**src/hdl/bmprgb_pkg.sv**
```systemverilog
// bmprgb_pkg: shared types, codes and constants for the bmp to rgb565 stream converter
// no dependencies; used by bmprgb_hdr, bmprgb_walk and bmp_stream_to_rgb565
package bmprgb_pkg;

    // result kinds
    typedef enum logic [1:0] {
        KIND_PIXEL  = 2'd0,
        KIND_HDR_OK = 2'd1,
        KIND_DONE   = 2'd2,
        KIND_ERROR  = 2'd3
    } t_kind;

    // error codes
    typedef enum logic [2:0] {
        ERR_NONE       = 3'd0,
        ERR_SIGNATURE  = 3'd1,
        ERR_COMPRESSED = 3'd2,
        ERR_DEPTH      = 3'd3,
        ERR_SIZE       = 3'd4,
        ERR_OFFSET     = 3'd5,
        ERR_TRUNCATED  = 3'd6
    } t_err;

    localparam logic [15:0] BMP_MAGIC    = 16'h4D42;
    localparam logic [31:0] HDR_BYTES    = 32'd54;
    localparam logic [31:0] LAST_HDR_POS = 32'd53;
    localparam logic [15:0] DEPTH_24     = 16'd24;
    localparam logic [15:0] DEPTH_32     = 16'd32;
    localparam logic [7:0]  RED_MASK     = 8'hF8;
    localparam logic [7:0]  GREEN_MASK   = 8'hFC;
    localparam int          SIGN_BIT     = 31;

    // one result item
    typedef struct packed {
        t_kind       kind;
        logic [15:0] pix;
        logic [9:0]  col;
        logic [9:0]  row;
        logic [10:0] width;
        logic [10:0] height;
        t_err        err;
    } t_result;

    // header byte write from the parser to the header store
    typedef struct packed {
        logic       en;
        logic [5:0] pos;
        logic [7:0] data;
    } t_hdr_wr;

    // header check status, registered from the stored fields
    typedef struct packed {
        t_err err;
        logic bpp4;
        logic bottom_up;
        logic at_hdr_end;
    } t_hdr_stat;

    function automatic t_result res_info(t_kind kind, logic [10:0] width, logic [10:0] height);
        t_result res;
        res        = '0;
        res.kind   = kind;
        res.width  = width;
        res.height = height;
        res.err    = ERR_NONE;
        return res;
    endfunction

    function automatic t_result res_fail(t_err err);
        t_result res;
        res      = '0;
        res.kind = KIND_ERROR;
        res.err  = err;
        return res;
    endfunction

endpackage

```
**src/hdl/bmprgb_hdr.sv**
```systemverilog
// bmprgb_hdr: header field store and registered header check
// depends on bmprgb_pkg
module bmprgb_hdr #(
    parameter int MAX_WIDTH  = 1024,
    parameter int MAX_HEIGHT = 1024
) (
    input  logic                                   i_clk,
    input  logic                                   i_rst_n,
    input  bmprgb_pkg::t_hdr_wr                    i_wr,
    output bmprgb_pkg::t_hdr_stat                  o_stat,
    output logic [31:0]                            o_offset,
    output logic [$clog2(MAX_WIDTH+1)-1:0]         o_width,
    output logic [$clog2(MAX_HEIGHT+1)-1:0]        o_height,
    output logic [$clog2(4*MAX_WIDTH+1)-1:0]       o_row_bytes
);

    localparam int WB  = $clog2(MAX_WIDTH + 1);
    localparam int HB  = $clog2(MAX_HEIGHT + 1);
    localparam int RBB = $clog2(4 * MAX_WIDTH + 1);

    localparam logic [5:0] BASE_SIG = 6'd0;
    localparam logic [5:0] BASE_OFF = 6'd10;
    localparam logic [5:0] BASE_WID = 6'd18;
    localparam logic [5:0] BASE_HGT = 6'd22;
    localparam logic [5:0] BASE_DEP = 6'd28;
    localparam logic [5:0] BASE_CMP = 6'd30;

    typedef enum logic [2:0] {
        F_NONE, F_SIG, F_OFF, F_WID, F_HGT, F_DEP, F_CMP
    } t_field;

    t_field      w_field;
    logic [5:0]  w_base;
    logic [1:0]  w_lane;

    logic [15:0] r_sig;
    logic [31:0] r_offset;
    logic [31:0] r_width;
    logic [31:0] r_height;
    logic [15:0] r_depth;
    logic [31:0] r_comp;

    logic [31:0]          w_abs;
    bmprgb_pkg::t_err     w_err;
    logic [WB-1:0]        w_wlo;
    logic [RBB-1:0]       w_rb3;
    logic [RBB-1:0]       w_rb;

    bmprgb_pkg::t_hdr_stat r_stat;
    logic [HB-1:0]         r_abs_h;
    logic [RBB-1:0]        r_row_bytes;

    // field decode by header position
    always_comb begin
        w_field = F_NONE;
        w_base  = BASE_SIG;
        case (i_wr.pos) inside
            [6'd0:6'd1]: begin
                w_field = F_SIG;
                w_base  = BASE_SIG;
            end
            [6'd10:6'd13]: begin
                w_field = F_OFF;
                w_base  = BASE_OFF;
            end
            [6'd18:6'd21]: begin
                w_field = F_WID;
                w_base  = BASE_WID;
            end
            [6'd22:6'd25]: begin
                w_field = F_HGT;
                w_base  = BASE_HGT;
            end
            [6'd28:6'd29]: begin
                w_field = F_DEP;
                w_base  = BASE_DEP;
            end
            [6'd30:6'd33]: begin
                w_field = F_CMP;
                w_base  = BASE_CMP;
            end
            default: begin
                w_field = F_NONE;
                w_base  = BASE_SIG;
            end
        endcase
        w_lane = 2'(i_wr.pos - w_base);
    end

    // little-endian field capture
    always_ff @(posedge i_clk) begin
        if (!i_rst_n) begin
            r_sig    <= '0;
            r_offset <= '0;
            r_width  <= '0;
            r_height <= '0;
            r_depth  <= '0;
            r_comp   <= '0;
        end else if (i_wr.en) begin
            case (w_field)
                F_SIG:   r_sig[{w_lane[0], 3'b000} +: 8]  <= i_wr.data;
                F_OFF:   r_offset[{w_lane, 3'b000} +: 8] <= i_wr.data;
                F_WID:   r_width[{w_lane, 3'b000} +: 8]  <= i_wr.data;
                F_HGT:   r_height[{w_lane, 3'b000} +: 8] <= i_wr.data;
                F_DEP:   r_depth[{w_lane[0], 3'b000} +: 8] <= i_wr.data;
                F_CMP:   r_comp[{w_lane, 3'b000} +: 8]   <= i_wr.data;
                default: ;
            endcase
        end
    end

    // checks in priority order, first failure wins
    always_comb begin
        w_abs = r_height[bmprgb_pkg::SIGN_BIT] ? (32'd0 - r_height) : r_height;
        if (r_sig != bmprgb_pkg::BMP_MAGIC) begin
            w_err = bmprgb_pkg::ERR_SIGNATURE;
        end else if (r_comp != 32'd0) begin
            w_err = bmprgb_pkg::ERR_COMPRESSED;
        end else if (r_depth != bmprgb_pkg::DEPTH_24 && r_depth != bmprgb_pkg::DEPTH_32) begin
            w_err = bmprgb_pkg::ERR_DEPTH;
        end else if (r_width == 32'd0 || r_width[bmprgb_pkg::SIGN_BIT]
                     || r_width > 32'(MAX_WIDTH)) begin
            w_err = bmprgb_pkg::ERR_SIZE;
        end else if (w_abs == 32'd0 || w_abs > 32'(MAX_HEIGHT)) begin
            w_err = bmprgb_pkg::ERR_SIZE;
        end else if (r_offset < bmprgb_pkg::HDR_BYTES) begin
            w_err = bmprgb_pkg::ERR_OFFSET;
        end else begin
            w_err = bmprgb_pkg::ERR_NONE;
        end
    end

    // padded row length: 4w, or 3w rounded up to a multiple of four
    always_comb begin
        w_wlo = r_width[WB-1:0];
        w_rb3 = RBB'({w_wlo, 1'b0}) + RBB'(w_wlo) + RBB'(3);
        if (r_depth == bmprgb_pkg::DEPTH_32) begin
            w_rb = RBB'({w_wlo, 2'b00});
        end else begin
            w_rb = {w_rb3[RBB-1:2], 2'b00};
        end
    end

    // fields settle long before the last header byte, so one register stage is free
    always_ff @(posedge i_clk) begin
        r_stat.err        <= w_err;
        r_stat.bpp4       <= (r_depth == bmprgb_pkg::DEPTH_32);
        r_stat.bottom_up  <= !r_height[bmprgb_pkg::SIGN_BIT];
        r_stat.at_hdr_end <= (r_offset == bmprgb_pkg::HDR_BYTES);
        r_abs_h           <= w_abs[HB-1:0];
        r_row_bytes       <= w_rb;
    end

    assign o_stat      = r_stat;
    assign o_offset    = r_offset;
    assign o_width     = w_wlo;
    assign o_height    = r_abs_h;
    assign o_row_bytes = r_row_bytes;

endmodule

```
**src/hdl/bmprgb_walk.sv**
```systemverilog
// bmprgb_walk: parse sequencer, pixel walk, rgb565 packing and one-deep held result
// depends on bmprgb_pkg; reads the header store in bmprgb_hdr
module bmprgb_walk #(
    parameter int MAX_WIDTH  = 1024,
    parameter int MAX_HEIGHT = 1024
) (
    input  logic                                   i_clk,
    input  logic                                   i_rst_n,
    input  logic                                   i_go,
    input  logic [7:0]                             i_byte,
    input  logic                                   i_first,
    input  logic                                   i_last,
    input  bmprgb_pkg::t_hdr_stat                  i_stat,
    input  logic [31:0]                            i_offset,
    input  logic [$clog2(MAX_WIDTH+1)-1:0]         i_width,
    input  logic [$clog2(MAX_HEIGHT+1)-1:0]        i_height,
    input  logic [$clog2(4*MAX_WIDTH+1)-1:0]       i_row_bytes,
    output bmprgb_pkg::t_hdr_wr                    o_wr,
    output logic                                   o_res_valid,
    output bmprgb_pkg::t_result                    o_res
);

    localparam int WB  = $clog2(MAX_WIDTH + 1);
    localparam int HB  = $clog2(MAX_HEIGHT + 1);
    localparam int RBB = $clog2(4 * MAX_WIDTH + 1);

    typedef enum logic [5:0] {
        PH_IDLE   = 6'b000001,
        PH_HEADER = 6'b000010,
        PH_SKIP   = 6'b000100,
        PH_PIXELS = 6'b001000,
        PH_DONE   = 6'b010000,
        PH_ERROR  = 6'b100000
    } t_phase;

    t_phase              r_phase, n_phase, w_phase;
    logic [31:0]         r_pos, n_pos, w_pos;
    logic [HB-1:0]       r_srow, n_srow, w_srow;
    logic [WB-1:0]       r_col, n_col, w_col;
    logic [1:0]          r_bip, n_bip, w_bip;
    logic [RBB-1:0]      r_bir, n_bir, w_bir;
    logic [7:0]          r_blue, n_blue;
    logic [7:0]          r_green, n_green;
    logic                r_held_v, n_held_v;
    bmprgb_pkg::t_result r_held, n_held;

    logic                m0_v, m1_v;
    bmprgb_pkg::t_result m0, m1, w_new;
    logic                w_do_pix;
    logic [7:0]          w_red_m, w_green_m;
    logic [HB-1:0]       w_out_row;
    logic [10:0]         w_w11, w_h11;

    always_comb begin
        // a first byte restarts the parse before this byte is handled
        w_phase = i_first ? PH_HEADER : r_phase;
        w_pos   = i_first ? 32'd0 : r_pos;
        w_srow  = i_first ? '0 : r_srow;
        w_col   = i_first ? '0 : r_col;
        w_bip   = i_first ? '0 : r_bip;
        w_bir   = i_first ? '0 : r_bir;

        w_w11     = 11'(i_width);
        w_h11     = 11'(i_height);
        w_red_m   = i_byte & bmprgb_pkg::RED_MASK;
        w_green_m = r_green & bmprgb_pkg::GREEN_MASK;
        w_out_row = i_stat.bottom_up ? (i_height - HB'(1) - w_srow) : w_srow;

        n_phase = w_phase;
        n_srow  = w_srow;
        n_col   = w_col;
        n_bip   = w_bip;
        n_bir   = w_bir;
        n_blue  = r_blue;
        n_green = r_green;
        m0_v    = 1'b0;
        m1_v    = 1'b0;
        m0      = '0;
        m1      = '0;
        w_new   = '0;

        w_do_pix = (w_phase == PH_PIXELS)
                   || (w_phase == PH_SKIP && w_pos == i_offset);

        if (w_phase == PH_HEADER) begin
            if (w_pos == bmprgb_pkg::LAST_HDR_POS) begin
                if (i_stat.err != bmprgb_pkg::ERR_NONE) begin
                    n_phase = PH_ERROR;
                    m0_v    = 1'b1;
                    m0      = bmprgb_pkg::res_fail(i_stat.err);
                end else begin
                    n_phase = i_stat.at_hdr_end ? PH_PIXELS : PH_SKIP;
                    m0_v    = 1'b1;
                    m0      = bmprgb_pkg::res_info(bmprgb_pkg::KIND_HDR_OK, w_w11, w_h11);
                    if (i_last) begin
                        n_phase = PH_ERROR;
                        m1_v    = 1'b1;
                        m1      = bmprgb_pkg::res_fail(bmprgb_pkg::ERR_TRUNCATED);
                    end
                end
            end else if (i_last) begin
                n_phase = PH_ERROR;
                m0_v    = 1'b1;
                m0      = bmprgb_pkg::res_fail(bmprgb_pkg::ERR_TRUNCATED);
            end
        end else if (w_do_pix) begin
            n_phase = PH_PIXELS;
            if (w_col < i_width) begin
                case (w_bip)
                    2'd0: n_blue = i_byte;
                    2'd1: n_green = i_byte;
                    2'd2: begin
                        m0_v   = 1'b1;
                        m0     = bmprgb_pkg::res_info(bmprgb_pkg::KIND_PIXEL, w_w11, w_h11);
                        m0.pix = {w_red_m[7:3], w_green_m[7:2], r_blue[7:3]};
                        m0.col = 10'(w_col);
                        m0.row = 10'(w_out_row);
                    end
                    default: ;
                endcase
                if (w_bip == (i_stat.bpp4 ? 2'd3 : 2'd2)) begin
                    n_bip = 2'd0;
                    n_col = w_col + WB'(1);
                end else begin
                    n_bip = w_bip + 2'd1;
                end
            end
            n_bir = w_bir + RBB'(1);
            if (n_bir >= i_row_bytes) begin
                // end of a stored row, padding included
                n_bir  = '0;
                n_col  = '0;
                n_bip  = 2'd0;
                n_srow = w_srow + HB'(1);
                if (n_srow >= i_height) begin
                    n_phase = PH_DONE;
                    w_new   = bmprgb_pkg::res_info(bmprgb_pkg::KIND_DONE, w_w11, w_h11);
                end else if (i_last) begin
                    n_phase = PH_ERROR;
                    w_new   = bmprgb_pkg::res_fail(bmprgb_pkg::ERR_TRUNCATED);
                end
            end else if (i_last) begin
                n_phase = PH_ERROR;
                w_new   = bmprgb_pkg::res_fail(bmprgb_pkg::ERR_TRUNCATED);
            end
            if (n_phase == PH_DONE || n_phase == PH_ERROR) begin
                if (m0_v) begin
                    m1_v = 1'b1;
                    m1   = w_new;
                end else begin
                    m0_v = 1'b1;
                    m0   = w_new;
                end
            end
        end else if (w_phase == PH_SKIP && i_last) begin
            n_phase = PH_ERROR;
            m0_v    = 1'b1;
            m0      = bmprgb_pkg::res_fail(bmprgb_pkg::ERR_TRUNCATED);
        end

        // byte position saturates
        if (n_phase != PH_IDLE && w_pos != 32'hFFFF_FFFF) begin
            n_pos = w_pos + 32'd1;
        end else begin
            n_pos = w_pos;
        end

        // a held result goes first, this byte's first result waits behind it
        if (r_held_v) begin
            n_held_v = m0_v;
            n_held   = m0;
        end else begin
            n_held_v = m1_v;
            n_held   = m1;
        end
    end

    assign o_res_valid = i_go && (r_held_v || m0_v);
    assign o_res       = r_held_v ? r_held : m0;

    assign o_wr.en   = i_go && (w_phase == PH_HEADER);
    assign o_wr.pos  = w_pos[5:0];
    assign o_wr.data = i_byte;

    always_ff @(posedge i_clk) begin
        if (!i_rst_n) begin
            r_phase  <= PH_IDLE;
            r_pos    <= '0;
            r_srow   <= '0;
            r_col    <= '0;
            r_bip    <= '0;
            r_bir    <= '0;
            r_held_v <= 1'b0;
        end else if (i_go) begin
            r_phase  <= n_phase;
            r_pos    <= n_pos;
            r_srow   <= n_srow;
            r_col    <= n_col;
            r_bip    <= n_bip;
            r_bir    <= n_bir;
            r_held_v <= n_held_v;
        end
    end

    always_ff @(posedge i_clk) begin
        if (i_go) begin
            r_blue  <= n_blue;
            r_green <= n_green;
            r_held  <= n_held;
        end
    end

endmodule

```
**src/hdl/bmp_stream_to_rgb565.sv**
```systemverilog
// bmp_stream_to_rgb565: top level, bmp byte stream in, rgb565 pixel and status stream out
// depends on bmprgb_pkg, bmprgb_hdr and bmprgb_walk
//
// channel | direction | handshake              | payload
// --------+-----------+------------------------+--------------------------------------------
// in      | input     | i_in_valid / o_in_stall | i_data_byte, i_first_byte, i_last_byte
// out     | output    | o_out_valid / i_out_stall | o_kind, o_pixel_rgb565, o_col, o_row,
//         |           |                        | o_image_width, o_image_height, o_error_code
//
// one byte per clock while the output does not stall: each byte is parsed in a single pass
// between the input register and the result register
// a byte gives zero or one result; a byte that would give two hands one out now and
// keeps the other in a one-entry hold that drains with the next byte
// i_rst_n is synchronous and active low; it empties both registers and the hold
// an output stall holds the result register and stalls the input register in the same
// cycle, so no transaction is lost and the input side keeps one byte in flight
module bmp_stream_to_rgb565 #(
    parameter int MAX_WIDTH  = 1024,
    parameter int MAX_HEIGHT = 1024
) (
    input  logic        i_clk,
    input  logic        i_rst_n,
    // input channel
    input  logic        i_in_valid,
    output logic        o_in_stall,
    input  logic [7:0]  i_data_byte,
    input  logic        i_first_byte,
    input  logic        i_last_byte,
    // output channel
    output logic        o_out_valid,
    input  logic        i_out_stall,
    output logic [1:0]  o_kind,
    output logic [15:0] o_pixel_rgb565,
    output logic [9:0]  o_col,
    output logic [9:0]  o_row,
    output logic [10:0] o_image_width,
    output logic [10:0] o_image_height,
    output logic [2:0]  o_error_code
);

    localparam int WB  = $clog2(MAX_WIDTH + 1);
    localparam int HB  = $clog2(MAX_HEIGHT + 1);
    localparam int RBB = $clog2(4 * MAX_WIDTH + 1);

    // input register
    logic       r_in_valid;
    logic [7:0] r_byte;
    logic       r_first;
    logic       r_last;

    // result register
    logic                r_out_valid;
    bmprgb_pkg::t_result r_out;

    logic w_out_free;   // result register can take a result this cycle
    logic w_go;         // byte in the input register is parsed this cycle

    bmprgb_pkg::t_hdr_wr   w_wr;
    bmprgb_pkg::t_hdr_stat w_stat;
    logic [31:0]           w_offset;
    logic [WB-1:0]         w_width;
    logic [HB-1:0]         w_height;
    logic [RBB-1:0]        w_row_bytes;
    logic                  w_res_valid;
    bmprgb_pkg::t_result   w_res;

    // a byte is parsed whenever the result register is empty or being emptied
    assign w_out_free = !r_out_valid || !i_out_stall;
    assign w_go       = r_in_valid && w_out_free;
    assign o_in_stall = r_in_valid && !w_out_free;

    always_ff @(posedge i_clk) begin
        if (!i_rst_n) begin
            r_in_valid <= 1'b0;
        end else if (!o_in_stall) begin
            r_in_valid <= i_in_valid;
        end
    end

    always_ff @(posedge i_clk) begin
        if (i_in_valid && !o_in_stall) begin
            r_byte  <= i_data_byte;
            r_first <= i_first_byte;
            r_last  <= i_last_byte;
        end
    end

    // header fields and checks
    bmprgb_hdr #(
        .MAX_WIDTH  (MAX_WIDTH),
        .MAX_HEIGHT (MAX_HEIGHT)
    ) u_hdr (
        .i_clk       (i_clk),
        .i_rst_n     (i_rst_n),
        .i_wr        (w_wr),
        .o_stat      (w_stat),
        .o_offset    (w_offset),
        .o_width     (w_width),
        .o_height    (w_height),
        .o_row_bytes (w_row_bytes)
    );

    // parse sequencer and pixel packing
    bmprgb_walk #(
        .MAX_WIDTH  (MAX_WIDTH),
        .MAX_HEIGHT (MAX_HEIGHT)
    ) u_walk (
        .i_clk       (i_clk),
        .i_rst_n     (i_rst_n),
        .i_go        (w_go),
        .i_byte      (r_byte),
        .i_first     (r_first),
        .i_last      (r_last),
        .i_stat      (w_stat),
        .i_offset    (w_offset),
        .i_width     (w_width),
        .i_height    (w_height),
        .i_row_bytes (w_row_bytes),
        .o_wr        (w_wr),
        .o_res_valid (w_res_valid),
        .o_res       (w_res)
    );

    // result register: loads a new result or drops the one just taken
    always_ff @(posedge i_clk) begin
        if (!i_rst_n) begin
            r_out_valid <= 1'b0;
        end else if (w_go && w_res_valid) begin
            r_out_valid <= 1'b1;
        end else if (!i_out_stall) begin
            r_out_valid <= 1'b0;
        end
    end

    always_ff @(posedge i_clk) begin
        if (w_go && w_res_valid) begin
            r_out <= w_res;
        end
    end

    assign o_out_valid    = r_out_valid;
    assign o_kind         = r_out.kind;
    assign o_pixel_rgb565 = r_out.pix;
    assign o_col          = r_out.col;
    assign o_row          = r_out.row;
    assign o_image_width  = r_out.width;
    assign o_image_height = r_out.height;
    assign o_error_code   = r_out.err;

    // error code is set exactly on error transactions
    a_err_code_kind: assert property (@(posedge i_clk) disable iff (!i_rst_n)
        o_out_valid |-> ((o_kind == bmprgb_pkg::KIND_ERROR)
                         == (o_error_code != bmprgb_pkg::ERR_NONE)))
        else $error("error code does not match result kind");

    // error transactions carry no size and no pixel
    a_err_zero_fields: assert property (@(posedge i_clk) disable iff (!i_rst_n)
        (o_out_valid && o_kind == bmprgb_pkg::KIND_ERROR)
        |-> (o_image_width == 11'd0 && o_image_height == 11'd0 && o_pixel_rgb565 == 16'd0))
        else $error("error transaction carries size or pixel data");

    // every pixel lands inside the accepted image
    a_pix_in_image: assert property (@(posedge i_clk) disable iff (!i_rst_n)
        (o_out_valid && o_kind == bmprgb_pkg::KIND_PIXEL
         && MAX_WIDTH <= 1024 && MAX_HEIGHT <= 1024)
        |-> (11'(o_col) < o_image_width && 11'(o_row) < o_image_height))
        else $error("pixel position outside the image");

endmodule

```
**config.mk**
```make
export PLATFORM = sky130hd
export DESIGN_NAME = bmp_stream_to_rgb565
export DESIGN_NICKNAME = d
export VERILOG_FILES = /design/src/hdl/bmprgb_pkg.sv /design/src/hdl/bmprgb_hdr.sv /design/src/hdl/bmprgb_walk.sv /design/src/hdl/bmp_stream_to_rgb565.sv
export SDC_FILE = /design/constraint.sdc
export NUM_CORES = 1
export LEC_CHECK = 0
export ABC_CLOCK_PERIOD_IN_PS = 18700
export BUFFER_PORTS_ARGS = -buffer_cell sky130_fd_sc_hd__buf_2
export CAP_MARGIN = 20
export CELL_PAD_IN_SITES_DETAIL_PLACEMENT = 1
export CELL_PAD_IN_SITES_GLOBAL_PLACEMENT = 1
export CORE_AREA = 4 4 228 230
export CTS_BUF_LIST = sky130_fd_sc_hd__clkbuf_16
export CTS_CLUSTER_DIAMETER = 60
export CTS_CLUSTER_SIZE = 12
export DETAILED_ROUTE_END_ITERATION = 16
export DIE_AREA = 0 0 232 234
export GPL_TIMING_DRIVEN = 0
export PLACE_DENSITY_LB_ADDON = 0.1
export SLEW_MARGIN = 20
export SYNTH_ARGS = -nofsm -noshare
export SYNTH_HDL_FRONTEND = slang
export SYNTH_HIERARCHICAL = 1
export SYNTH_SLANG_ARGS = --single-unit
```
**constraint.sdc**
```tcl
create_clock -name i_clk -period 18.7 [get_ports i_clk]
set_input_delay 0.935 -clock i_clk [delete_from_list [all_inputs] [get_ports i_clk]]
set_output_delay 0.935 -clock i_clk [all_outputs]
set_load 0.01 [all_outputs]
```
Word-level counts from Yosys, hierarchy flattened
Cells that the tools add are included.
{ "op_classes": {"shifts": 4, "order_cmp": 18, "n_mux": 102, "reduce_logical": 42, "addsub": 13, "eq_ne": 24, "bitwise": 1} }
{ "ops": {"columns": ["op", "count"], "rows": [
  ["63-bit two-way mux", 19],
  ["32-bit bitwise mux", 4],
  ["11-bit two-way mux", 10],
  ["32-bit two-way mux", 3],
  ["6-bit two-way mux", 13],
  ["13-bit two-way mux", 5],
  ["32-bit by 6-bit equality test with 1-bit output, second input constant", 2],
  ["32-bit by 11-bit greater-than comparator with 1-bit output, second input constant", 2],
  ["32-bit zero test", 2],
  ["61-bit two-way mux", 1],
  ["32-bit by 1-bit adder with 32-bit output, second input constant", 1],
  ["16-bit bitwise mux", 2],
  ["32-bit equality test", 1],
  ["32-bit by 6-bit < comparator with 1-bit output, second input constant", 1],
  ["32-bit != test, second input constant", 1],
  ["32-bit nonzero test", 1],
  ["8-bit by 7-bit variable shift with 32-bit output, first input constant", 1],
  ["8-bit by 7-bit variable part select with 32-bit output", 1],
  ["1-bit by 32-bit subtractor with 32-bit output, first input constant", 1],
  ["2-bit two-way mux", 14],
  ["3-bit two-way mux", 9],
  ["6-bit by 5-bit >= comparator with 1-bit output, second input constant", 4],
  ["11-bit by 1-bit adder with 11-bit output, second input constant", 2],
  ["1-bit two-way mux", 20],
  ["48 further kinds", 84]
]} }
{ "word_totals": {"word_cells": 245, "output_inout_bits": 65, "in_bits": 14, "regBits": 420} }

Longest topological paths before layout
{ "depth": {"depth_word": 16, "mapped_depth": 27, "depth_no_buf": 19} }

Cells and area by module
The synthesis kept the hierarchy.
{ "by_module_without_submodules": {"columns": ["mod", "instances", "cells_each", "area_per_inst_um2", "seq_area_each_um2"], "rows": [
  ["bmprgb_walk", 1, 1334, 10791.6, 3743.6],
  ["bmprgb_hdr", 1, 1119, 9147.5, 3763.6],
  ["bmp_stream_to_rgb565", 1, 83, 2283.4, 2232.1]
]} }

Least setup slack after synthesis
No wires, ideal clock.
{ "synth_path": {"path_kind": "register -> register", "from": "register r_first", "to": "register r_out, in the netlist o_col[0] (enable)", "t_required_ps": 18195, "stages_incl_launch_ff": 26, "setup_ps": 505, "synth_period_minus_slack_ps": 8172, "arrival_ps": 7668, "n_path_buf": 7, "path_slack_ps": 10528, "cell_sequence": "edfxtp_1 > buf_2 > buf_2 > buf_2 > buf_2 > clkbuf_1 > clkbuf_1 > clkbuf_1 > nor2b_1 > ha_1 > and3_1 > and3_1 > and3_1 > and3_1 > nand3_1 > xor2_1 > nor2_1 > ha_1 > nand4_1 > a311o_1 > o211ai_1 > o41a_1 > o32ai_1 > a21oi_1 > nand2_1 > a21oi_1"} }
{ "synth_via": {"elab_chain_len": 15, "word_cells_on_any_way": 39, "classes_between": "add/sub (2); order compare (3); eq/ne (8); mux (19); reduce/logical (7)"} }
{ "synth_rtl": {"columns": ["element", "line", "text"], "rows": [
  ["start: declaration", "bmp_stream_to_rgb565.sv:48", "logic r_first;"],
  ["start signal: assignment", "bmp_stream_to_rgb565.sv:83", "r_first <= i_first_byte;"],
  ["11-bit two-way mux", "bmprgb_walk.sv:58", "w_srow = i_first ? '0 : r_srow;"],
  ["11-bit by 1-bit adder with 11-bit output", "bmprgb_walk.sv:134", "n_srow = w_srow + HB'(1);"],
  ["11-bit >= comparator", "bmprgb_walk.sv:135", "if (n_srow >= i_height) begin"],
  ["6-bit two-way mux", "bmprgb_walk.sv:135", null],
  ["6-bit two-way mux", "bmprgb_walk.sv:129", "if (n_bir >= i_row_bytes) begin"],
  ["6-bit two-way mux", "bmprgb_walk.sv:106", "end else if (w_do_pix) begin"],
  ["6-bit two-way mux", "bmprgb_walk.sv:85", "if (w_phase == PH_HEADER) begin"],
  ["6-bit by 5-bit equality test with 1-bit output / 6-bit equality test (equally long branches)", "bmprgb_walk.sv:146", "if (n_phase == PH_DONE || n_phase == PH_ERROR) begin"],
  ["1-bit logical OR", "bmprgb_walk.sv:146", null],
  ["1-bit two-way mux", "bmprgb_walk.sv:146", null],
  ["1-bit two-way mux", "bmprgb_walk.sv:106", null],
  ["1-bit two-way mux *", "bmprgb_walk.sv:85", null],
  ["1-bit logical OR *", "bmprgb_walk.sv:178", "assign o_res_valid = i_go && (r_held_v || m0_v);"],
  ["1-bit logical AND *", "bmprgb_walk.sv:178", null],
  ["net w_res_valid", "bmp_stream_to_rgb565.sv:64", "logic w_res_valid;"],
  ["1-bit logical AND *", "bmp_stream_to_rgb565.sv:136", "if (w_go && w_res_valid) begin"],
  ["end signal: assignment", "bmp_stream_to_rgb565.sv:137", "r_out <= w_res;"],
  ["end: declaration", "bmp_stream_to_rgb565.sv:53", "bmprgb_pkg::t_result r_out;"]
]} }
Mark *: on every way through the listed nets, which the timed path passes. The rest lies on a longest branch. The select of a mux whose other input is x is not followed.
A chain may end at the register's enable or synchronous reset.

Worst setup path after layout
{ "layout_path": {"from": "register r_first", "to": "register r_out, in the netlist o_image_height[9] (enable)"} }
The elaborated chain is that of the path after synthesis.

==> flow_summary.yaml <==
clocking:
  cts_root_buf: "clkbuf_16"
  cts_setup_buffers: 0
  clock_latency_ps: 580
  clock-sinks: 413
  cts_max_level: 2
  ctsResizeCount: 0
  cts_tree: "built"
  clk_path_buf_depth: 3
  holdBufCountCts: 0
  numCtsBuffers: 46
  path_clk_slew_ps: 60
power_and_ir_drop:
  p_int_w: 0.001422
  peakVddDrop_mv: 0.05660
  combPwrFrac_pct: 3.9
  p_clk_share_pct: 45.6
  leakagePower_nw: 9.623
  seq_power_share_pct: 50.5
  switching_power_w: 0.0004355
  p_per_area_nw_per_um2: 74.46
  swShare_pct: 23.44
  power_w: 0.001858
floorplan:
  rows: 82
  coreArea_um2: 49860
  die_h_um: 234
  die-area_um2: 54290
  initial_utilization_pct: 44.57
  ios: 79
  fp.dieW_um: 232
timing:
  setup_ws_ps: 10030
  setup_tns_ps: 0
  rsz0062_at_grt: "no"
  fin_crit_sh_pct: 46.36
  drv_slew: 0
  min_period_ps: 8669
  worst_pin_slew_ps: 902.8
  skew_ps: 21.99
  relSlewSlack_pct: 39.31
  setup_violations: 0
  hold_ws_ps: 467.2
  fmax_mhz: 115.3
  hold_viol_final: 0
grt:
  track_usage_pct: 26.54
  antenna_found_initial: 0
  grt_overflow: 0
  grt_max_degree: 57
  first_global_vias: 19980
  grt_pass1_wl_mm: 113.8
synthesis:
  ys_async_sr_fraction_pct: 0
  yosysSeqAreaShare_pct: 43.83
  synth_ff_type: "dfxtp_1"
  synthTopCellsByArea: "dfxtp_1 24%, edfxtp_1 20%, nand2_1 5.8%"
  synth_top_area_share_pct: 23.96
  synth_warnings: 6
  avgSynthCellArea_um2: 8.763
  ys_seq_elements: 413
  syn_inst: 2536
  synth_area_um2: 22220
  synth_edf_count: 147
  synth_cell_types: 91
  synth_area_leader_cell: "dfxtp_1"
placed_design:
  post-place-ws_ps: 10190
  dp_hpwl_mm: 56.23
  place_congestion: 0.9157
  dpl_cell_area_um2: 23570
  io_buffers: 78
critical_path:
  cp_max_fo: 26
  critPathKind: "register to register"
  arrival_ps: 8950
  critPathCaptureType: "register"
  crit_slowest_cell: "clkbuf_1"
  cp_data_required_time_ps: 18980
  cp_slowest_stage_delay_ps: 560
  startpoint_type: "register"
layout:
  final_area_um2: 24950
  syn2layout_area_growth_pct: 12.26
  final_common_cell: "nand2_1"
  fin_nets: 2759
  drive_gt1_share_pct: 8.006
  final_cell_mix: "344 x nand2_1, 266 x dfxtp_1, 192 x o21ai_0"
  fillers: 5933
drt:
  wire_per_inst_um: 21.74
  drt-initial-drc-count: 1302
  drt_first_pass_iters: 5
  routed_wl_mm: 73.29
  drc: 0
  viasPerCell: 5.768
  vias: 19450
  detail-route-antenna-nets: 0
job:
  max_cap_violations: 0
worst_hold_path:
  hold_class: "register to register"
run_status:
  status: "finished clean"
-- flip-flops by register name, indices dropped and copies added (netlist names), 5 cells and up --
signal and flops:
o_row 10, u_hdr/o_offset 32, u_walk/r_srow 11, u_walk/r_held 63
u_hdr/r_width 32, u_hdr/r_height 32, o_image_height 11, u_walk/r_phase 6
u_hdr/r_sig 16, u_walk/r_bir 13, u_walk/r_pos 32, u_walk/r_green 6
o_col 10, u_hdr/o_row_bytes 11, o_pixel_rgb565 16, o_image_width 11
u_walk/r_col 11, r_byte 8, u_hdr/r_depth 16, u_hdr/r_comp 32
u_walk/r_blue 5, u_hdr/o_stat 6, u_hdr/o_height 11
-- stage by stage --
stage                     util [%]  instances
final                        50.03       3371
after global routing         50.03       3370
after CTS                    50.03       3370
after detailed placement     47.27       3290
after global placement       47.04       3287
after floorplan                  -       2537
-- critical path, delay by kind of cell, from the launching register on --
family,cells,cell delay [ps]
fa+ha+maj,2,620
buf+inv,9,3290
simple gates,9,1640
compound gates,6,2240
xor+xnor,1,170
flops,1,330
-- cell type report --
cell class              count  area [µm²]  area share [%]
clock inverters            33       200.2          0.8024
inverters                 108       405.4           1.625
well taps                 672       840.8           3.370
flip-flops and latches    413        9739           39.04
plain buffers             178       783.3           3.140
multi-input cells        1838       11330           45.40
repair buffers             81       473.0           1.896
diodes                      1       2.502         0.01003
clock buffers              47        1176           4.714
-- synthesized netlist by cell type (12+ instances only) --
cell type	instances
a211oi_1	15
a21o_1	22
a21oi_1	103
a22o_1	24
a31oi_1	28
and2_1	127
and3_1	41
buf_4	22
clkbuf_1	134
dfxtp_1	266
edfxtp_1	147
ha_1	78
inv_1	104
mux2i_1	73
nand2_1	344
nand2b_1	50
nand3_1	63
nand4_1	31
nor2_1	157
nor2b_1	83
nor3_1	52
nor4_1	51
nor4bb_1	12
o211ai_1	13
o21a_1	15
o21ai_0	192
o31ai_1	25
xnor2_1	31
xor2_1	18
-- final timing paths --
| kind | cells past startpoint | start | end | slack (ps) |
|---|---|---|---|---|
| setup reg to reg | 27 | r_first | o_image_height[9] | 10030 |
| hold reg to reg | 0 | r_byte[2] | u_walk/r_green[2] | 470 |
| setup / recovery | 27 | r_first | o_image_height[9] | 10030 |
| hold / removal | 0 | r_byte[2] | u_walk/r_green[2] | 470 |
-- power by group through the flow --
stage	clock (W)	combinational [W]	sequential, W
4_1_cts	0.000870	0.0000728	0.000937
5_1_grt	0.000905	0.0000782	0.000938
3_5_place_dp	0	0.0000725	0.000957
2_1_floorplan	0	0.0000408	0.000956
3_3_place_gp	0	0.0000698	0.000957
6_report	0.000847	0.0000733	0.000937
-- cell families after synthesis --
family          after synthesis  synth area share (%)
simple gates               1087                 25.17
compound gates              541                 15.58
flops                       413                 43.83
buf+inv                     286                 5.349
fa+ha+maj                    80                 4.527
mux                          79                 3.592
xor+xnor                     49                 1.931
other cells                   1               0.01687
-- layer usage --
metal | track usage, % | wire length, µm
met1 | 34.02 | 31810
met2 | 47.58 | 36080
met3 | 2.830 | 3364
met4 | 7.715 | 2030
met5 | 0 | 0
(Power assumes the default switching activity.)
